===== config.mk =====
export PLATFORM = sky130hd
export DESIGN_NAME = cmos_rtc_register_file_flat
export DESIGN_NICKNAME = d
export VERILOG_FILES = /design/src/rtl/cmosrtc_pkg.sv /design/src/rtl/cmosrtc_if.sv /design/src/rtl/cmosrtc_ram.sv /design/src/rtl/cmosrtc_time_bcd.sv /design/src/rtl/cmosrtc_timer.sv /design/src/rtl/cmos_rtc_register_file.sv /design/src/flat_wrapper.sv
export VERILOG_INCLUDE_DIRS = /design/src /design/src/rtl
export SDC_FILE = /design/constraint.sdc
export NUM_CORES = 2
export LEC_CHECK = 0
export ABC_AREA = 1
export BUFFER_PORTS_ARGS = -buffer_cell sky130_fd_sc_hd__buf_2
export CAP_MARGIN = 30
export CELL_PAD_IN_SITES_DETAIL_PLACEMENT = 0
export CELL_PAD_IN_SITES_GLOBAL_PLACEMENT = 1
export CORE_AREA = 3 3 298 418
export DETAILED_ROUTE_END_ITERATION = 8
export DIE_AREA = 0 0 301 421
export GPL_ROUTABILITY_DRIVEN = 0
export PLACE_DENSITY = 0.87
export SYNTH_ARGS = -nofsm -noshare
export SYNTH_HDL_FRONTEND = slang
export SYNTH_HIERARCHICAL = 1
export SYNTH_SLANG_ARGS = --single-unit

===== constraint.sdc =====
create_clock -name i_clk -period 10 [get_ports i_clk]
set_input_delay 2 -clock i_clk [delete_from_list [all_inputs] [get_ports i_clk]]
set_output_delay 2 -clock i_clk [all_outputs]
set_load 0.01 [all_outputs]

===== src/rtl/cmos_rtc_register_file_macros.svh =====
// ----------------------------------------------------------------------------
// CMOS RTC register file - assertion macros
// Shared concurrent assertion forms, clocked on the rising edge and held off
// while the synchronous active-low reset is asserted.
// ----------------------------------------------------------------------------
`ifndef CMOS_RTC_REGISTER_FILE_MACROS_SVH
`define CMOS_RTC_REGISTER_FILE_MACROS_SVH

// Same-cycle implication.
`define CMOSRTC_ASSERT_IMP(label, clk, rst_n, ante, cons) \
    label: assert property (@(posedge clk) disable iff (!rst_n) (ante) |-> (cons)) \
        else $error("cmosrtc: same-cycle check failed");

// Next-cycle implication.
`define CMOSRTC_ASSERT_NXT(label, clk, rst_n, ante, cons) \
    label: assert property (@(posedge clk) disable iff (!rst_n) (ante) |=> (cons)) \
        else $error("cmosrtc: next-cycle check failed");

`endif


===== src/rtl/cmosrtc_pkg.sv =====
// ----------------------------------------------------------------------------
// CMOS RTC package
// Field widths, register indexes, reset bytes, item and timer control types,
// BCD and periodic-rate helpers shared by the register file.
// ----------------------------------------------------------------------------
package cmosrtc_pkg;

    localparam int STORE_BYTES_DEF = 128;
    localparam int INDEX_W         = 7;
    localparam int OP_W            = 3;
    localparam int BYTE_W          = 8;
    localparam int SEC_W           = 6;
    localparam int MIN_W           = 6;
    localparam int HOUR_W          = 5;
    localparam int WDAY_W          = 3;
    localparam int MDAY_W          = 5;
    localparam int MON_W           = 4;
    localparam int YEAR_W          = 14;
    localparam int TIMER_W         = 13;
    localparam int BCD_VAL_W       = 7;   // binary value 0..99 before BCD
    localparam int RATE_W          = 4;

    // year / 100 == (year * YEAR_RECIP) >> YEAR_SHIFT for every 14-bit year
    localparam int YEAR_RECIP = 5243;
    localparam int YEAR_SHIFT = 19;
    localparam int YEAR_PROD_W = YEAR_W + 13;
    localparam int CENT_Q_W    = 8;
    localparam int HUNDRED     = 100;

    typedef enum logic [OP_W-1:0] {
        OP_INDEX_WR  = 3'd0,
        OP_DATA_WR   = 3'd1,
        OP_INDEX_RD  = 3'd2,
        OP_DATA_RD   = 3'd3,
        OP_TICK      = 3'd4,
        OP_DEV_RESET = 3'd5
    } t_op;

    // Store indexes with special handling
    localparam logic [INDEX_W-1:0] IDX_SEC     = 7'h00;
    localparam logic [INDEX_W-1:0] IDX_MIN     = 7'h02;
    localparam logic [INDEX_W-1:0] IDX_HOUR    = 7'h04;
    localparam logic [INDEX_W-1:0] IDX_WDAY    = 7'h06;
    localparam logic [INDEX_W-1:0] IDX_MDAY    = 7'h07;
    localparam logic [INDEX_W-1:0] IDX_MON     = 7'h08;
    localparam logic [INDEX_W-1:0] IDX_YEAR    = 7'h09;
    localparam logic [INDEX_W-1:0] IDX_A       = 7'h0A;
    localparam logic [INDEX_W-1:0] IDX_B       = 7'h0B;
    localparam logic [INDEX_W-1:0] IDX_C       = 7'h0C;
    localparam logic [INDEX_W-1:0] IDX_D       = 7'h0D;
    localparam logic [INDEX_W-1:0] IDX_FLOPPY  = 7'h10;
    localparam logic [INDEX_W-1:0] IDX_CENTURY = 7'h32;

    localparam logic [BYTE_W-1:0] RST_A      = 8'h26;
    localparam logic [BYTE_W-1:0] RST_B      = 8'h02;
    localparam logic [BYTE_W-1:0] RST_D      = 8'h80;
    localparam logic [BYTE_W-1:0] FLOPPY_144 = 8'h40;
    localparam logic [BYTE_W-1:0] PORT_FLOAT = 8'hFF;

    localparam int NMI_BIT   = 7;
    localparam int A_UIP_BIT = 7;
    localparam int B_PIE_BIT = 6;
    localparam int C_PF_BIT  = 6;
    localparam int C_IRQ_BIT = 7;

    typedef struct packed {
        logic [OP_W-1:0]   operation;
        logic [BYTE_W-1:0] write_data;
        logic [SEC_W-1:0]  now_seconds;
        logic [MIN_W-1:0]  now_minutes;
        logic [HOUR_W-1:0] now_hours;
        logic [WDAY_W-1:0] now_weekday;
        logic [MDAY_W-1:0] now_day_of_month;
        logic [MON_W-1:0]  now_month;
        logic [YEAR_W-1:0] now_year;
    } t_item;

    typedef struct packed {
        logic               clear;
        logic               tick;
        logic               rearm;
        logic               run;
        logic [TIMER_W-1:0] period;
    } t_timer_ctrl;

    // Two BCD digits of a value below 100
    function automatic logic [BYTE_W-1:0] to_bcd(input logic [BCD_VAL_W-1:0] v);
        logic [14:0]          p;
        logic [3:0]           tens;
        logic [BCD_VAL_W-1:0] units;
        p     = 15'(v) * 15'd205;
        tens  = p[14:11];
        units = v - BCD_VAL_W'(tens) * BCD_VAL_W'(10);
        return {tens, units[3:0]};
    endfunction

    function automatic logic is_time_idx(input logic [INDEX_W-1:0] idx);
        return (idx == IDX_SEC)  || (idx == IDX_MIN)  || (idx == IDX_HOUR) ||
               (idx == IDX_WDAY) || (idx == IDX_MDAY) || (idx == IDX_MON)  ||
               (idx == IDX_YEAR) || (idx == IDX_CENTURY);
    endfunction

    // Period in ms: 2^(n-1) * 10000 / 32768, at least 1; codes 1 and 2 act as 8 and 9
    function automatic logic [TIMER_W-1:0] rate_period(input logic [RATE_W-1:0] code);
        logic [TIMER_W-1:0] ms;
        case (code)
            4'd1:    ms = 13'd39;
            4'd2:    ms = 13'd78;
            4'd3:    ms = 13'd1;
            4'd4:    ms = 13'd2;
            4'd5:    ms = 13'd4;
            4'd6:    ms = 13'd9;
            4'd7:    ms = 13'd19;
            4'd8:    ms = 13'd39;
            4'd9:    ms = 13'd78;
            4'd10:   ms = 13'd156;
            4'd11:   ms = 13'd312;
            4'd12:   ms = 13'd625;
            4'd13:   ms = 13'd1250;
            4'd14:   ms = 13'd2500;
            4'd15:   ms = 13'd5000;
            default: ms = 13'd1;
        endcase
        return ms;
    endfunction

endpackage


===== src/rtl/cmosrtc_if.sv =====
// ----------------------------------------------------------------------------
// CMOS RTC channel interfaces
// Valid/ready command channel (port accesses, ticks, resets) and response
// channel (read byte, interrupt level, NMI-disable state).
// ----------------------------------------------------------------------------
interface cmosrtc_cmd_if import cmosrtc_pkg::*; ();
    logic              valid;
    logic              ready;
    logic [OP_W-1:0]   operation;
    logic [BYTE_W-1:0] write_data;
    logic [SEC_W-1:0]  now_seconds;
    logic [MIN_W-1:0]  now_minutes;
    logic [HOUR_W-1:0] now_hours;
    logic [WDAY_W-1:0] now_weekday;
    logic [MDAY_W-1:0] now_day_of_month;
    logic [MON_W-1:0]  now_month;
    logic [YEAR_W-1:0] now_year;

    modport source (
        output valid, operation, write_data, now_seconds, now_minutes, now_hours,
               now_weekday, now_day_of_month, now_month, now_year,
        input  ready
    );
    modport sink (
        input  valid, operation, write_data, now_seconds, now_minutes, now_hours,
               now_weekday, now_day_of_month, now_month, now_year,
        output ready
    );
endinterface

interface cmosrtc_rsp_if import cmosrtc_pkg::*; ();
    logic              valid;
    logic              ready;
    logic [BYTE_W-1:0] read_data;
    logic              irq_level;
    logic              nmi_masked;

    modport source (output valid, read_data, irq_level, nmi_masked, input ready);
    modport sink   (input valid, read_data, irq_level, nmi_masked, output ready);
endinterface


===== src/rtl/cmosrtc_ram.sv =====
// ----------------------------------------------------------------------------
// CMOS RTC generic RAM
// One write port, one read port, read data registered.
// ----------------------------------------------------------------------------
module cmosrtc_ram import cmosrtc_pkg::*; #(
    parameter int WIDTH = BYTE_W,
    parameter int DEPTH = STORE_BYTES_DEF,
    localparam int AW   = $clog2(DEPTH)
) (
    input  logic             i_clk,
    input  logic             i_we,
    input  logic [AW-1:0]    i_waddr,
    input  logic [WIDTH-1:0] i_wdata,
    input  logic             i_re,
    input  logic [AW-1:0]    i_raddr,
    output logic [WIDTH-1:0] o_rdata
);

    logic [WIDTH-1:0] r_mem [DEPTH];
    logic [WIDTH-1:0] r_rdata;

    always_ff @(posedge i_clk) begin
        if (i_we) begin
            r_mem[i_waddr] <= i_wdata;
        end
        if (i_re) begin
            r_rdata <= r_mem[i_raddr];
        end
    end

    assign o_rdata = r_rdata;

endmodule


===== src/rtl/cmosrtc_time_bcd.sv =====
// ----------------------------------------------------------------------------
// CMOS RTC time encoder
// Two-stage pipeline turning the host time fields into the BCD byte of the
// selected time register; the year is split by a reciprocal multiply.
// ----------------------------------------------------------------------------
module cmosrtc_time_bcd import cmosrtc_pkg::*; (
    input  logic               i_clk,
    input  logic [INDEX_W-1:0] i_index,
    input  t_item              i_item,
    output logic [BYTE_W-1:0]  o_bcd
);

    typedef enum logic [1:0] {
        TS_SMALL,
        TS_YEAR,
        TS_CENT
    } t_tsel;

    logic [YEAR_PROD_W-1:0] year_prod;
    logic [BCD_VAL_W-1:0]   small_val;
    t_tsel                  sel;
    logic [YEAR_W-1:0]      year_rem;
    logic [BCD_VAL_W-1:0]   cent_val;
    logic [BCD_VAL_W-1:0]   n_val;

    logic [CENT_Q_W-1:0]  r_q;
    logic [YEAR_W-1:0]    r_year;
    logic [BCD_VAL_W-1:0] r_small;
    t_tsel                r_sel;
    logic [BCD_VAL_W-1:0] r_val;

    always_comb begin
        year_prod = YEAR_PROD_W'(i_item.now_year) * YEAR_PROD_W'(YEAR_RECIP);
        small_val = '0;
        sel       = TS_SMALL;
        case (i_index)
            IDX_SEC:     small_val = BCD_VAL_W'(i_item.now_seconds);
            IDX_MIN:     small_val = BCD_VAL_W'(i_item.now_minutes);
            IDX_HOUR:    small_val = BCD_VAL_W'(i_item.now_hours);
            IDX_WDAY:    small_val = BCD_VAL_W'(i_item.now_weekday) + BCD_VAL_W'(1);
            IDX_MDAY:    small_val = BCD_VAL_W'(i_item.now_day_of_month);
            IDX_MON:     small_val = BCD_VAL_W'(i_item.now_month) + BCD_VAL_W'(1);
            IDX_YEAR:    sel = TS_YEAR;
            IDX_CENTURY: sel = TS_CENT;
            default:     small_val = '0;
        endcase
    end

    // Stage two: year remainder and century mod 100
    always_comb begin
        year_rem = r_year - YEAR_W'(r_q) * YEAR_W'(HUNDRED);
        cent_val = (r_q >= CENT_Q_W'(HUNDRED)) ? BCD_VAL_W'(r_q - CENT_Q_W'(HUNDRED))
                                               : BCD_VAL_W'(r_q);
        case (r_sel)
            TS_YEAR: n_val = year_rem[BCD_VAL_W-1:0];
            TS_CENT: n_val = cent_val;
            default: n_val = r_small;
        endcase
    end

    always_ff @(posedge i_clk) begin
        r_q     <= CENT_Q_W'(year_prod >> YEAR_SHIFT);
        r_year  <= i_item.now_year;
        r_small <= small_val;
        r_sel   <= sel;
        r_val   <= n_val;
    end

    assign o_bcd = to_bcd(r_val);

endmodule


===== src/rtl/cmosrtc_timer.sv =====
// ----------------------------------------------------------------------------
// CMOS RTC periodic timer
// Millisecond counter with re-arm, stop and clear; flags a periodic event
// in the cycle of the tick that reaches the period.
// ----------------------------------------------------------------------------
`include "cmos_rtc_register_file_macros.svh"

module cmosrtc_timer import cmosrtc_pkg::*; (
    input  logic        i_clk,
    input  logic        i_rst_n,
    input  t_timer_ctrl i_ctrl,
    output logic        o_fire
);

    logic               r_running, n_running;
    logic [TIMER_W-1:0] r_elapsed, n_elapsed;
    logic [TIMER_W-1:0] r_period,  n_period;
    logic [TIMER_W-1:0] elapsed_inc;

    assign elapsed_inc = r_elapsed + TIMER_W'(1);
    assign o_fire      = i_ctrl.tick && r_running && (elapsed_inc >= r_period);

    always_comb begin
        n_running = r_running;
        n_elapsed = r_elapsed;
        n_period  = r_period;
        if (i_ctrl.clear) begin
            n_running = 1'b0;
            n_elapsed = '0;
            n_period  = '0;
        end else if (i_ctrl.rearm) begin
            n_running = i_ctrl.run;
            if (i_ctrl.run) begin
                n_period  = i_ctrl.period;
                n_elapsed = '0;
            end
        end else if (i_ctrl.tick && r_running) begin
            n_elapsed = o_fire ? '0 : elapsed_inc;
        end
    end

    always_ff @(posedge i_clk) begin
        if (!i_rst_n) begin
            r_running <= 1'b0;
            r_elapsed <= '0;
            r_period  <= '0;
        end else begin
            r_running <= n_running;
            r_elapsed <= n_elapsed;
            r_period  <= n_period;
        end
    end

    `CMOSRTC_ASSERT_IMP(a_run_below_period, i_clk, i_rst_n, r_running, r_elapsed < r_period)
    `CMOSRTC_ASSERT_NXT(a_rearm_restarts, i_clk, i_rst_n, !i_ctrl.clear && i_ctrl.rearm && i_ctrl.run, r_running && r_elapsed == '0)
    `CMOSRTC_ASSERT_NXT(a_clear_stops, i_clk, i_rst_n, i_ctrl.clear, !r_running && r_period == '0)

endmodule


===== src/rtl/cmos_rtc_register_file.sv =====
// ----------------------------------------------------------------------------
// CMOS RTC register file
// Every item (index write, data write, index-port read, data read,
// millisecond tick, device reset) passes from acceptance to its result being
// loaded into the output register through S_EXEC, which decodes, updates the
// state and issues the store read (the store's registered read and the first
// stage of the time encoder complete at its end), S_MID, for the encoder's
// second stage, and S_RESP, which forms the result and waits there while the
// output register still holds an untaken response. The block is back in idle
// once the result is loaded and takes a new item in the following cycle, even
// while the result still waits at the output. Registers A to C live in
// flip-flops and D reads as its fixed value; the other bytes sit in a
// single-port-write RAM with per-byte valid bits, so power-on and device reset
// take effect at once with no clearing pass. Time bytes are produced as BCD
// from the item's host time fields on every data read of a time index.
// ----------------------------------------------------------------------------
`include "cmos_rtc_register_file_macros.svh"

module cmos_rtc_register_file import cmosrtc_pkg::*; #(
    parameter int STORE_BYTES = STORE_BYTES_DEF    // 64 .. 256
) (
    input  logic          i_clk,
    input  logic          i_rst_n,
    input  logic          i_cfg_we,
    input  logic          i_cfg_wdata,
    cmosrtc_cmd_if.sink   i_cmd,
    cmosrtc_rsp_if.source o_rsp
);

    localparam int AW    = $clog2(STORE_BYTES);
    localparam int CMP_W = (AW + 1 > INDEX_W) ? AW + 1 : INDEX_W;

    typedef enum logic [1:0] {
        S_IDLE,
        S_EXEC,
        S_MID,
        S_RESP
    } t_state;

    typedef enum logic [2:0] {
        RS_ZERO,
        RS_FLOAT,
        RS_BYTE,
        RS_RAM,
        RS_TIME
    } t_rsrc;

    // Control state
    t_state             r_state, n_state;
    logic [INDEX_W-1:0] r_index, n_index;
    logic               r_nmi, n_nmi;
    logic               r_irq, n_irq;
    logic [BYTE_W-1:0]  r_reg_a, n_reg_a;
    logic [BYTE_W-1:0]  r_reg_b, n_reg_b;
    logic [BYTE_W-1:0]  r_reg_c, n_reg_c;
    logic [STORE_BYTES-1:0] r_valid, n_valid;
    logic               r_floppy_cfg;
    logic               r_floppy_rst, n_floppy_rst;
    logic               r_out_valid, n_out_valid;

    // Payload
    t_item              r_item, n_item;
    t_rsrc              r_rd_src, n_rd_src;
    logic [BYTE_W-1:0]  r_rd_byte, n_rd_byte;
    logic               r_rd_valid, n_rd_valid;
    logic [BYTE_W-1:0]  r_out_data, n_out_data;
    logic               r_out_irq, n_out_irq;
    logic               r_out_nmi, n_out_nmi;

    logic               cmd_accept;
    logic               out_load;
    logic [AW-1:0]      addr;
    logic               in_range;
    logic               ram_we;
    logic               ram_re;
    logic [BYTE_W-1:0]  ram_rdata;
    logic [BYTE_W-1:0]  time_bcd;
    logic               fire;
    t_timer_ctrl        timer_ctrl;
    logic [BYTE_W-1:0]  c_fired;

    assign i_cmd.ready = (r_state == S_IDLE);
    assign cmd_accept  = i_cmd.valid && i_cmd.ready;
    assign out_load    = (r_state == S_RESP) && (!r_out_valid || o_rsp.ready);
    assign addr        = AW'(r_index);
    assign in_range    = (CMP_W'(r_index) < CMP_W'(STORE_BYTES));

    cmosrtc_ram #(
        .WIDTH (BYTE_W),
        .DEPTH (STORE_BYTES)
    ) u_store (
        .i_clk   (i_clk),
        .i_we    (ram_we),
        .i_waddr (addr),
        .i_wdata (r_item.write_data),
        .i_re    (ram_re),
        .i_raddr (addr),
        .o_rdata (ram_rdata)
    );

    cmosrtc_time_bcd u_time (
        .i_clk   (i_clk),
        .i_index (r_index),
        .i_item  (r_item),
        .o_bcd   (time_bcd)
    );

    cmosrtc_timer u_timer (
        .i_clk   (i_clk),
        .i_rst_n (i_rst_n),
        .i_ctrl  (timer_ctrl),
        .o_fire  (fire)
    );

    always_comb begin
        n_state      = r_state;
        n_index      = r_index;
        n_nmi        = r_nmi;
        n_irq        = r_irq;
        n_reg_a      = r_reg_a;
        n_reg_b      = r_reg_b;
        n_reg_c      = r_reg_c;
        n_valid      = r_valid;
        n_floppy_rst = r_floppy_rst;
        n_out_valid  = r_out_valid;
        n_item       = r_item;
        n_rd_src     = r_rd_src;
        n_rd_byte    = r_rd_byte;
        n_rd_valid   = r_rd_valid;
        n_out_data   = r_out_data;
        n_out_irq    = r_out_irq;
        n_out_nmi    = r_out_nmi;
        ram_we       = 1'b0;
        ram_re       = 1'b0;
        timer_ctrl   = '0;
        c_fired      = r_reg_c;

        if (r_out_valid && o_rsp.ready) begin
            n_out_valid = 1'b0;
        end

        case (r_state)
            S_IDLE: begin
                if (cmd_accept) begin
                    n_item.operation        = i_cmd.operation;
                    n_item.write_data       = i_cmd.write_data;
                    n_item.now_seconds      = i_cmd.now_seconds;
                    n_item.now_minutes      = i_cmd.now_minutes;
                    n_item.now_hours        = i_cmd.now_hours;
                    n_item.now_weekday      = i_cmd.now_weekday;
                    n_item.now_day_of_month = i_cmd.now_day_of_month;
                    n_item.now_month        = i_cmd.now_month;
                    n_item.now_year         = i_cmd.now_year;
                    n_state                 = S_EXEC;
                end
            end
            S_EXEC: begin
                n_rd_src = RS_ZERO;
                n_state  = S_MID;
                case (r_item.operation)
                    OP_INDEX_WR: begin
                        n_index = r_item.write_data[INDEX_W-1:0];
                        n_nmi   = r_item.write_data[NMI_BIT];
                    end
                    OP_DATA_WR: begin
                        if (r_index == IDX_A || r_index == IDX_B) begin
                            // keep update-in-progress, then re-arm with new A and B when the rate is nonzero
                            if (r_index == IDX_A) begin
                                n_reg_a = {r_reg_a[A_UIP_BIT],
                                           r_item.write_data[BYTE_W-2:0]};
                            end else begin
                                n_reg_b = r_item.write_data;
                            end
                            timer_ctrl.rearm  = (n_reg_a[RATE_W-1:0] != '0);
                            timer_ctrl.run    = n_reg_b[B_PIE_BIT];
                            timer_ctrl.period = rate_period(n_reg_a[RATE_W-1:0]);
                        end else if (r_index != IDX_C && r_index != IDX_D && in_range) begin
                            ram_we        = 1'b1;
                            n_valid[addr] = 1'b1;
                        end
                    end
                    OP_INDEX_RD: begin
                        n_rd_src = RS_FLOAT;
                    end
                    OP_DATA_RD: begin
                        if (r_index == IDX_C) begin
                            // read-to-clear; drop the interrupt
                            n_rd_src  = RS_BYTE;
                            n_rd_byte = r_reg_c;
                            n_reg_c   = '0;
                            n_irq     = 1'b0;
                        end else if (is_time_idx(r_index)) begin
                            n_rd_src = RS_TIME;
                        end else if (r_index == IDX_A) begin
                            n_rd_src  = RS_BYTE;
                            n_rd_byte = r_reg_a;
                        end else if (r_index == IDX_B) begin
                            n_rd_src  = RS_BYTE;
                            n_rd_byte = r_reg_b;
                        end else if (r_index == IDX_D) begin
                            n_rd_src  = RS_BYTE;
                            n_rd_byte = RST_D;
                        end else if (!in_range) begin
                            n_rd_src = RS_FLOAT;
                        end else begin
                            // never-written bytes read back their reset value
                            n_rd_src   = RS_RAM;
                            ram_re     = 1'b1;
                            n_rd_valid = r_valid[addr];
                            n_rd_byte  = (r_index == IDX_FLOPPY && r_floppy_rst)
                                         ? FLOPPY_144 : '0;
                        end
                    end
                    OP_TICK: begin
                        timer_ctrl.tick = 1'b1;
                        if (fire) begin
                            c_fired[C_PF_BIT] = 1'b1;
                            if (r_reg_b[B_PIE_BIT] && !r_reg_c[C_IRQ_BIT]) begin
                                c_fired[C_IRQ_BIT] = 1'b1;
                                n_irq              = 1'b1;
                            end
                            n_reg_c = c_fired;
                        end
                    end
                    OP_DEV_RESET: begin
                        timer_ctrl.clear = 1'b1;
                        n_index          = '0;
                        n_nmi            = 1'b0;
                        n_irq            = 1'b0;
                        n_reg_a          = RST_A;
                        n_reg_b          = RST_B;
                        n_reg_c          = '0;
                        n_valid          = '0;
                        n_floppy_rst     = r_floppy_cfg;
                    end
                    default: begin
                        n_rd_src = RS_ZERO;
                    end
                endcase
            end
            S_MID: begin
                n_state = S_RESP;
            end
            S_RESP: begin
                if (out_load) begin
                    case (r_rd_src)
                        RS_FLOAT: n_out_data = PORT_FLOAT;
                        RS_BYTE:  n_out_data = r_rd_byte;
                        RS_RAM:   n_out_data = r_rd_valid ? ram_rdata : r_rd_byte;
                        RS_TIME:  n_out_data = time_bcd;
                        default:  n_out_data = '0;
                    endcase
                    n_out_irq   = r_irq;
                    n_out_nmi   = r_nmi;
                    n_out_valid = 1'b1;
                    n_state     = S_IDLE;
                end
            end
            default: begin
                n_state = S_IDLE;
            end
        endcase
    end

    always_ff @(posedge i_clk) begin
        if (!i_rst_n) begin
            r_state      <= S_IDLE;
            r_index      <= '0;
            r_nmi        <= 1'b0;
            r_irq        <= 1'b0;
            r_reg_a      <= RST_A;
            r_reg_b      <= RST_B;
            r_reg_c      <= '0;
            r_valid      <= '0;
            r_floppy_cfg <= 1'b0;
            r_floppy_rst <= 1'b0;
            r_out_valid  <= 1'b0;
        end else begin
            r_state      <= n_state;
            r_index      <= n_index;
            r_nmi        <= n_nmi;
            r_irq        <= n_irq;
            r_reg_a      <= n_reg_a;
            r_reg_b      <= n_reg_b;
            r_reg_c      <= n_reg_c;
            r_valid      <= n_valid;
            r_floppy_rst <= n_floppy_rst;
            r_out_valid  <= n_out_valid;
            if (i_cfg_we) begin
                r_floppy_cfg <= i_cfg_wdata;
            end
        end
        r_item     <= n_item;
        r_rd_src   <= n_rd_src;
        r_rd_byte  <= n_rd_byte;
        r_rd_valid <= n_rd_valid;
        r_out_data <= n_out_data;
        r_out_irq  <= n_out_irq;
        r_out_nmi  <= n_out_nmi;
    end

    assign o_rsp.valid      = r_out_valid;
    assign o_rsp.read_data  = r_out_data;
    assign o_rsp.irq_level  = r_out_irq;
    assign o_rsp.nmi_masked = r_out_nmi;

    `CMOSRTC_ASSERT_IMP(a_irq_has_flag, i_clk, i_rst_n, r_irq, r_reg_c[C_IRQ_BIT])
    `CMOSRTC_ASSERT_IMP(a_store_write_op, i_clk, i_rst_n, ram_we, r_state == S_EXEC && r_item.operation == OP_DATA_WR && in_range)
    `CMOSRTC_ASSERT_NXT(a_accept_to_exec, i_clk, i_rst_n, cmd_accept, r_state == S_EXEC && r_out_valid == $past(r_out_valid && !o_rsp.ready))

endmodule

===== src/flat_wrapper.sv =====
// flat-port wrapper written by rule: the top's interface ports become plain ports
module cmos_rtc_register_file_flat import cmosrtc_pkg::*;
#(
    parameter int STORE_BYTES = STORE_BYTES_DEF                
)
  (i_clk, i_rst_n, i_cfg_we, i_cfg_wdata, i_cmd_valid, i_cmd_operation, i_cmd_write_data, i_cmd_now_seconds, i_cmd_now_minutes, i_cmd_now_hours, i_cmd_now_weekday, i_cmd_now_day_of_month, i_cmd_now_month, i_cmd_now_year, i_cmd_ready, o_rsp_valid, o_rsp_read_data, o_rsp_irq_level, o_rsp_nmi_masked, o_rsp_ready);
  cmosrtc_cmd_if i_cmd_i ();
  cmosrtc_rsp_if o_rsp_i ();
  input  logic i_clk;
  input  logic i_rst_n;
  input  logic i_cfg_we;
  input  logic i_cfg_wdata;
  input wire logic [$bits(i_cmd_i.valid)-1:0] i_cmd_valid;
  input wire logic [$bits(i_cmd_i.operation)-1:0] i_cmd_operation;
  input wire logic [$bits(i_cmd_i.write_data)-1:0] i_cmd_write_data;
  input wire logic [$bits(i_cmd_i.now_seconds)-1:0] i_cmd_now_seconds;
  input wire logic [$bits(i_cmd_i.now_minutes)-1:0] i_cmd_now_minutes;
  input wire logic [$bits(i_cmd_i.now_hours)-1:0] i_cmd_now_hours;
  input wire logic [$bits(i_cmd_i.now_weekday)-1:0] i_cmd_now_weekday;
  input wire logic [$bits(i_cmd_i.now_day_of_month)-1:0] i_cmd_now_day_of_month;
  input wire logic [$bits(i_cmd_i.now_month)-1:0] i_cmd_now_month;
  input wire logic [$bits(i_cmd_i.now_year)-1:0] i_cmd_now_year;
  output wire logic [$bits(i_cmd_i.ready)-1:0] i_cmd_ready;
  output wire logic [$bits(o_rsp_i.valid)-1:0] o_rsp_valid;
  output wire logic [$bits(o_rsp_i.read_data)-1:0] o_rsp_read_data;
  output wire logic [$bits(o_rsp_i.irq_level)-1:0] o_rsp_irq_level;
  output wire logic [$bits(o_rsp_i.nmi_masked)-1:0] o_rsp_nmi_masked;
  input wire logic [$bits(o_rsp_i.ready)-1:0] o_rsp_ready;
  assign i_cmd_i.valid = i_cmd_valid;
  assign i_cmd_i.operation = i_cmd_operation;
  assign i_cmd_i.write_data = i_cmd_write_data;
  assign i_cmd_i.now_seconds = i_cmd_now_seconds;
  assign i_cmd_i.now_minutes = i_cmd_now_minutes;
  assign i_cmd_i.now_hours = i_cmd_now_hours;
  assign i_cmd_i.now_weekday = i_cmd_now_weekday;
  assign i_cmd_i.now_day_of_month = i_cmd_now_day_of_month;
  assign i_cmd_i.now_month = i_cmd_now_month;
  assign i_cmd_i.now_year = i_cmd_now_year;
  assign i_cmd_ready = i_cmd_i.ready;
  assign o_rsp_valid = o_rsp_i.valid;
  assign o_rsp_read_data = o_rsp_i.read_data;
  assign o_rsp_irq_level = o_rsp_i.irq_level;
  assign o_rsp_nmi_masked = o_rsp_i.nmi_masked;
  assign o_rsp_i.ready = o_rsp_ready;
  cmos_rtc_register_file #(.STORE_BYTES(STORE_BYTES)) u_core (.i_clk(i_clk), .i_rst_n(i_rst_n), .i_cfg_we(i_cfg_we), .i_cfg_wdata(i_cfg_wdata), .i_cmd(i_cmd_i), .o_rsp(o_rsp_i));
endmodule

==> out/metrics.cfg <==
[power_and_ir_drop]
p_sw_share_pct = 36.9
leakagePower_nw = 24.6
power_density_mw_per_mm2 = 268
ir_drop_v = 0.000442
pwr-share-comb_pct = 36.5
power_frac_seq_pct = 36.7
p_switching_w = 0.00652
total_power_w = 0.0177
clockPowerShare_pct = 26.9
power.internal_w = 0.0111

[synth]
ys_warn_count = 6
netlist_instances = 5924
synth-edff-count = 1108
synth_seq_cells = 1323
seq_area_frac_synth_pct = 62.1
syn_avg_cell_area_um2 = 10.2
syn_area_mm2 = 0.0605
synth_top_flop_cell = edfxtp_1
synth_nets = 6224
async_flop_share_pct = 0
synth_cell_types = 57

[finish]
diodes = 0
finalNonFillerCells = 7596
n_fill_cell = 10400
drive_above_1_share_pct = 7.20
area_growth_pct = 8.95
final_nets = 6188

[worst_hold_path]
hp-class = flop to flop

[cts]
cts_root_buffer = clkbuf_16
postCtsSetupRepairBufs = 0
cts_hold_buffers = 0
clockBufferDepth = 3
cts_tree = yes
htree_levels = 3
cts_resized = 0
clock_latency_ns = 0.75
clock_sinks = 1323
clkTransAtPathRegs_ns = 0.06
cts_buffers = 117

[critical_path]
start_kind = flop
critPathKind = flop to flop
endpoint_kind = flop
worst_ep_required_time_ns = 10.49
path_max_fanout = 5
arrival_ns = 4.91

[floorplanning]
pin_count = 72
die_height_um = 421
die_area_mm2 = 0.127
row_count = 151
core_area_mm2 = 0.121
initial_utilization_pct = 50.0
die_w_um = 301

[timing]
hold_viol_final = 0
setup_viol = 0
period_share_pct = 44.2
slew_viol_final = 0
layout_setup_ws_ns = 5.58
relSlewSlack_pct = 29.8
clock.fmax_mhz = 226
finalSetupTns_ns = 0
finalCriticalPeriod_ns = 4.42
tightest_slew_ns = 1.05
timing.hold.ws_ns = 0.447
finClkSkew_ns = 0.0271
rsz0062_at_grt = no

[route]
wl_um = 155000
wl_per_cell_um = 20.4
drtIter0Drc = 3842
ant_nets = 0
dr.pass1.iters = 6
drcViolationCount = 0
viasPerCell = 5.53
via_count = 42000

[grt]
grt_max_degree = 174
grt.overflow.total = 0
grt_first_pass_wirelength_um = 238000
antenna_found_initial = 1
grt_pass1_vias = 41000
grt_usage_pct = 24.1

[status]
outcome = completed

[place]
place_ws_ns = 5.56
portBuffers = 71
dp_cells = 7373
place_hpwl_um = 94500

[job]
maxCapViolations = 0

==> cell usage after synthesis (3+ instances only) <==
master    instances  share of area (%)
a21oi_2           4              0.058
a211oi_1         15               0.19
mux2_2            8               0.15
buf_4            48               0.60
fa_1             73                2.4
nand3_1        1014                8.4
nor2_4            4              0.074
nor2_2           12               0.12
nor3_1           21               0.17
inv_2            24               0.15
nand3_2           4              0.066
o22ai_1           3              0.031
a31oi_1           6              0.062
o21ai_2           3              0.043
o211ai_1          5              0.062
o21ai_1          17               0.14
xor2_1           11               0.16
a21o_1            5              0.062
nand4_1          22               0.23
nand2_2          18               0.19
o21bai_1          6              0.074
inv_1           428                2.7
nand2_4           3              0.056
buf_1            17               0.11
nor3_2            4              0.066
nor2_1          349                2.2
edfxtp_1       1108                 55
or2_2             3              0.031
xnor2_1           7               0.10
buf_6            24               0.45
nand2_1        1780                 11
o21ai_0          41               0.34
dfxtp_1         215                7.1
nor3_4            5               0.13
buf_2           147                1.2
a22o_1            5              0.072
a21oi_1         223                1.8
ha_1            167                3.5
clkbuf_1         50               0.31
==> path summary, 6_finish.rpt <==
| check | start | endpoint | slack [ns] | cells past startpoint |
|---|---|---|---|---|
| setup / recovery | u_core/u_time/r_val[3]$_DFF_P_ | u_core/o_rsp.read_data[3]$_DFFE_PP_ | 5.58 | 21 |
| hold / removal | u_core/r_valid[61]$_SDFFE_PN0P_ | u_core/r_valid[61]$_SDFFE_PN0P_ | 0.45 | 2 |
| setup reg to reg | u_core/u_time/r_val[3]$_DFF_P_ | u_core/o_rsp.read_data[3]$_DFFE_PP_ | 5.58 | 21 |
| hold reg to reg | u_core/r_valid[61]$_SDFFE_PN0P_ | u_core/r_valid[61]$_SDFFE_PN0P_ | 0.45 | 2 |
==> cell families after synthesis <==
kind of cell    after synthesis  synth area share, %
flops                      1323                 62.1
xor+xnor                     20                0.314
mux                           8                0.149
fa+ha+maj                   240                 5.87
buf+inv                     741                 5.51
compound gates              344                 3.15
simple gates               3248                 22.9
==> critical path: stages, from the launching register on <==
cell     delay [ns]
dfxtp_1        0.43
ha_1           0.31
ha_1           0.18
or2_2          0.31
fa_1           0.47
ha_1           0.29
ha_1           0.30
a21o_1         0.18
nor2_1         0.20
nand3_1        0.13
nand2_1        0.11
ha_1           0.15
inv_1          0.05
fa_1           0.40
xnor2_1        0.20
inv_1          0.06
nand3_1        0.10
nand2_1        0.06
nand2_1        0.05
nand2_1        0.04
nand2_1        0.06
nand4_1        0.08
==> power by group through the flow <==
stage / Sequential (W) / Combinational, W / Clock (W)
floorplan: 0.00667 / 0.00456 / 0
global placement: 0.00659 / 0.00628 / 0
detailed placement: 0.00659 / 0.00636 / 0
CTS: 0.00647 / 0.00641 / 0.00482
global route: 0.00648 / 0.00733 / 0.00503
finish: 0.00647 / 0.00644 / 0.00474
==> metal layers <==
metal | wire, µm | global-route usage, % | up-vias
li1 | - | - | 19900
met1 | 57600 | 28.9 | 20100
met2 | 79300 | 43.0 | 1596
met3 | 10400 | 3.39 | 353
met4 | 7320 | 10.9 | 2
met5 | 13 | 0 | -
==> metrics by stage <==
step | cell area (µm²) | util [%]
6_report | 65900 | 54.5
4_1_cts | 65900 | 54.5
5_1_grt | 65900 | 54.5
3_5_place_dp | 61800 | 51.1
2_1_floorplan | 60500 | -
3_3_place_gp | 61700 | 51.0
==> state kept, by name (all words and copies together) (netlist names), 2 cells and up <==
| name | cells |
|---|---|
| u_core/u_store/r_mem | 1024 |
| u_core/u_time/r_val | 7 |
| u_core/u_time/r_small | 6 |
| u_core/r_rd_byte | 8 |
| u_core/u_store/o_rdata | 8 |
| u_core/r_rd_src | 3 |
| u_core/r_state | 2 |
| u_core/u_time/r_year | 7 |
| u_core/u_timer/r_elapsed | 13 |
| u_core/u_time/r_q | 8 |
| u_core/r_valid | 128 |
| u_core/o_rsp.read_data | 8 |
| u_core/r_reg_a | 7 |
| u_core/u_time/r_sel | 2 |
| u_core/r_reg_b | 8 |
| u_core/u_timer/r_period | 13 |
| u_core/addr | 7 |
| u_core/r_item | 54 |
==> cell usage in the layout, fill, tap and decap left out, types with 5 or more instances in the layout <==
cell type,count
o21bai_1,6
nand2_2,18
a211oi_1,15
bufinv_16,17
clkbuf_8,6
clkinvlp_4,10
buf_2,71
dfxtp_1,210
nand4_1,22
buf_4,52
o211ai_1,5
ha_1,167
nand3_1,1014
nor3_1,21
fa_1,73
a22o_1,5
xnor2_1,7
o21ai_1,17
clkbuf_16,121
inv_2,24
clkinv_1,19
a21o_1,5
clkinv_4,5
a21oi_1,223
nor3_4,5
edfxtp_1,1108
o21ai_0,41
inv_1,427
a31oi_1,6
clkbuf_1,13
nor2_1,349
clkinv_2,24
xor2_1,11
mux2_2,8
nor2_2,12
nand2_1,1779
==> layout make-up <==
| cell class | count | area [µm²] | area share [%] |
|---|---|---|---|
| tap | 1606 | 2010 | 3.05 |
| clock inverter | 81 | 921 | 1.40 |
| multi-input combinational | 3860 | 19600 | 29.7 |
| inverter | 455 | 1740 | 2.64 |
| sequential | 1323 | 37600 | 57.0 |
| clock buffer | 140 | 3160 | 4.79 |
| timing repair buffer | 131 | 897 | 1.36 |
Power figures use the tool's default switching activity.
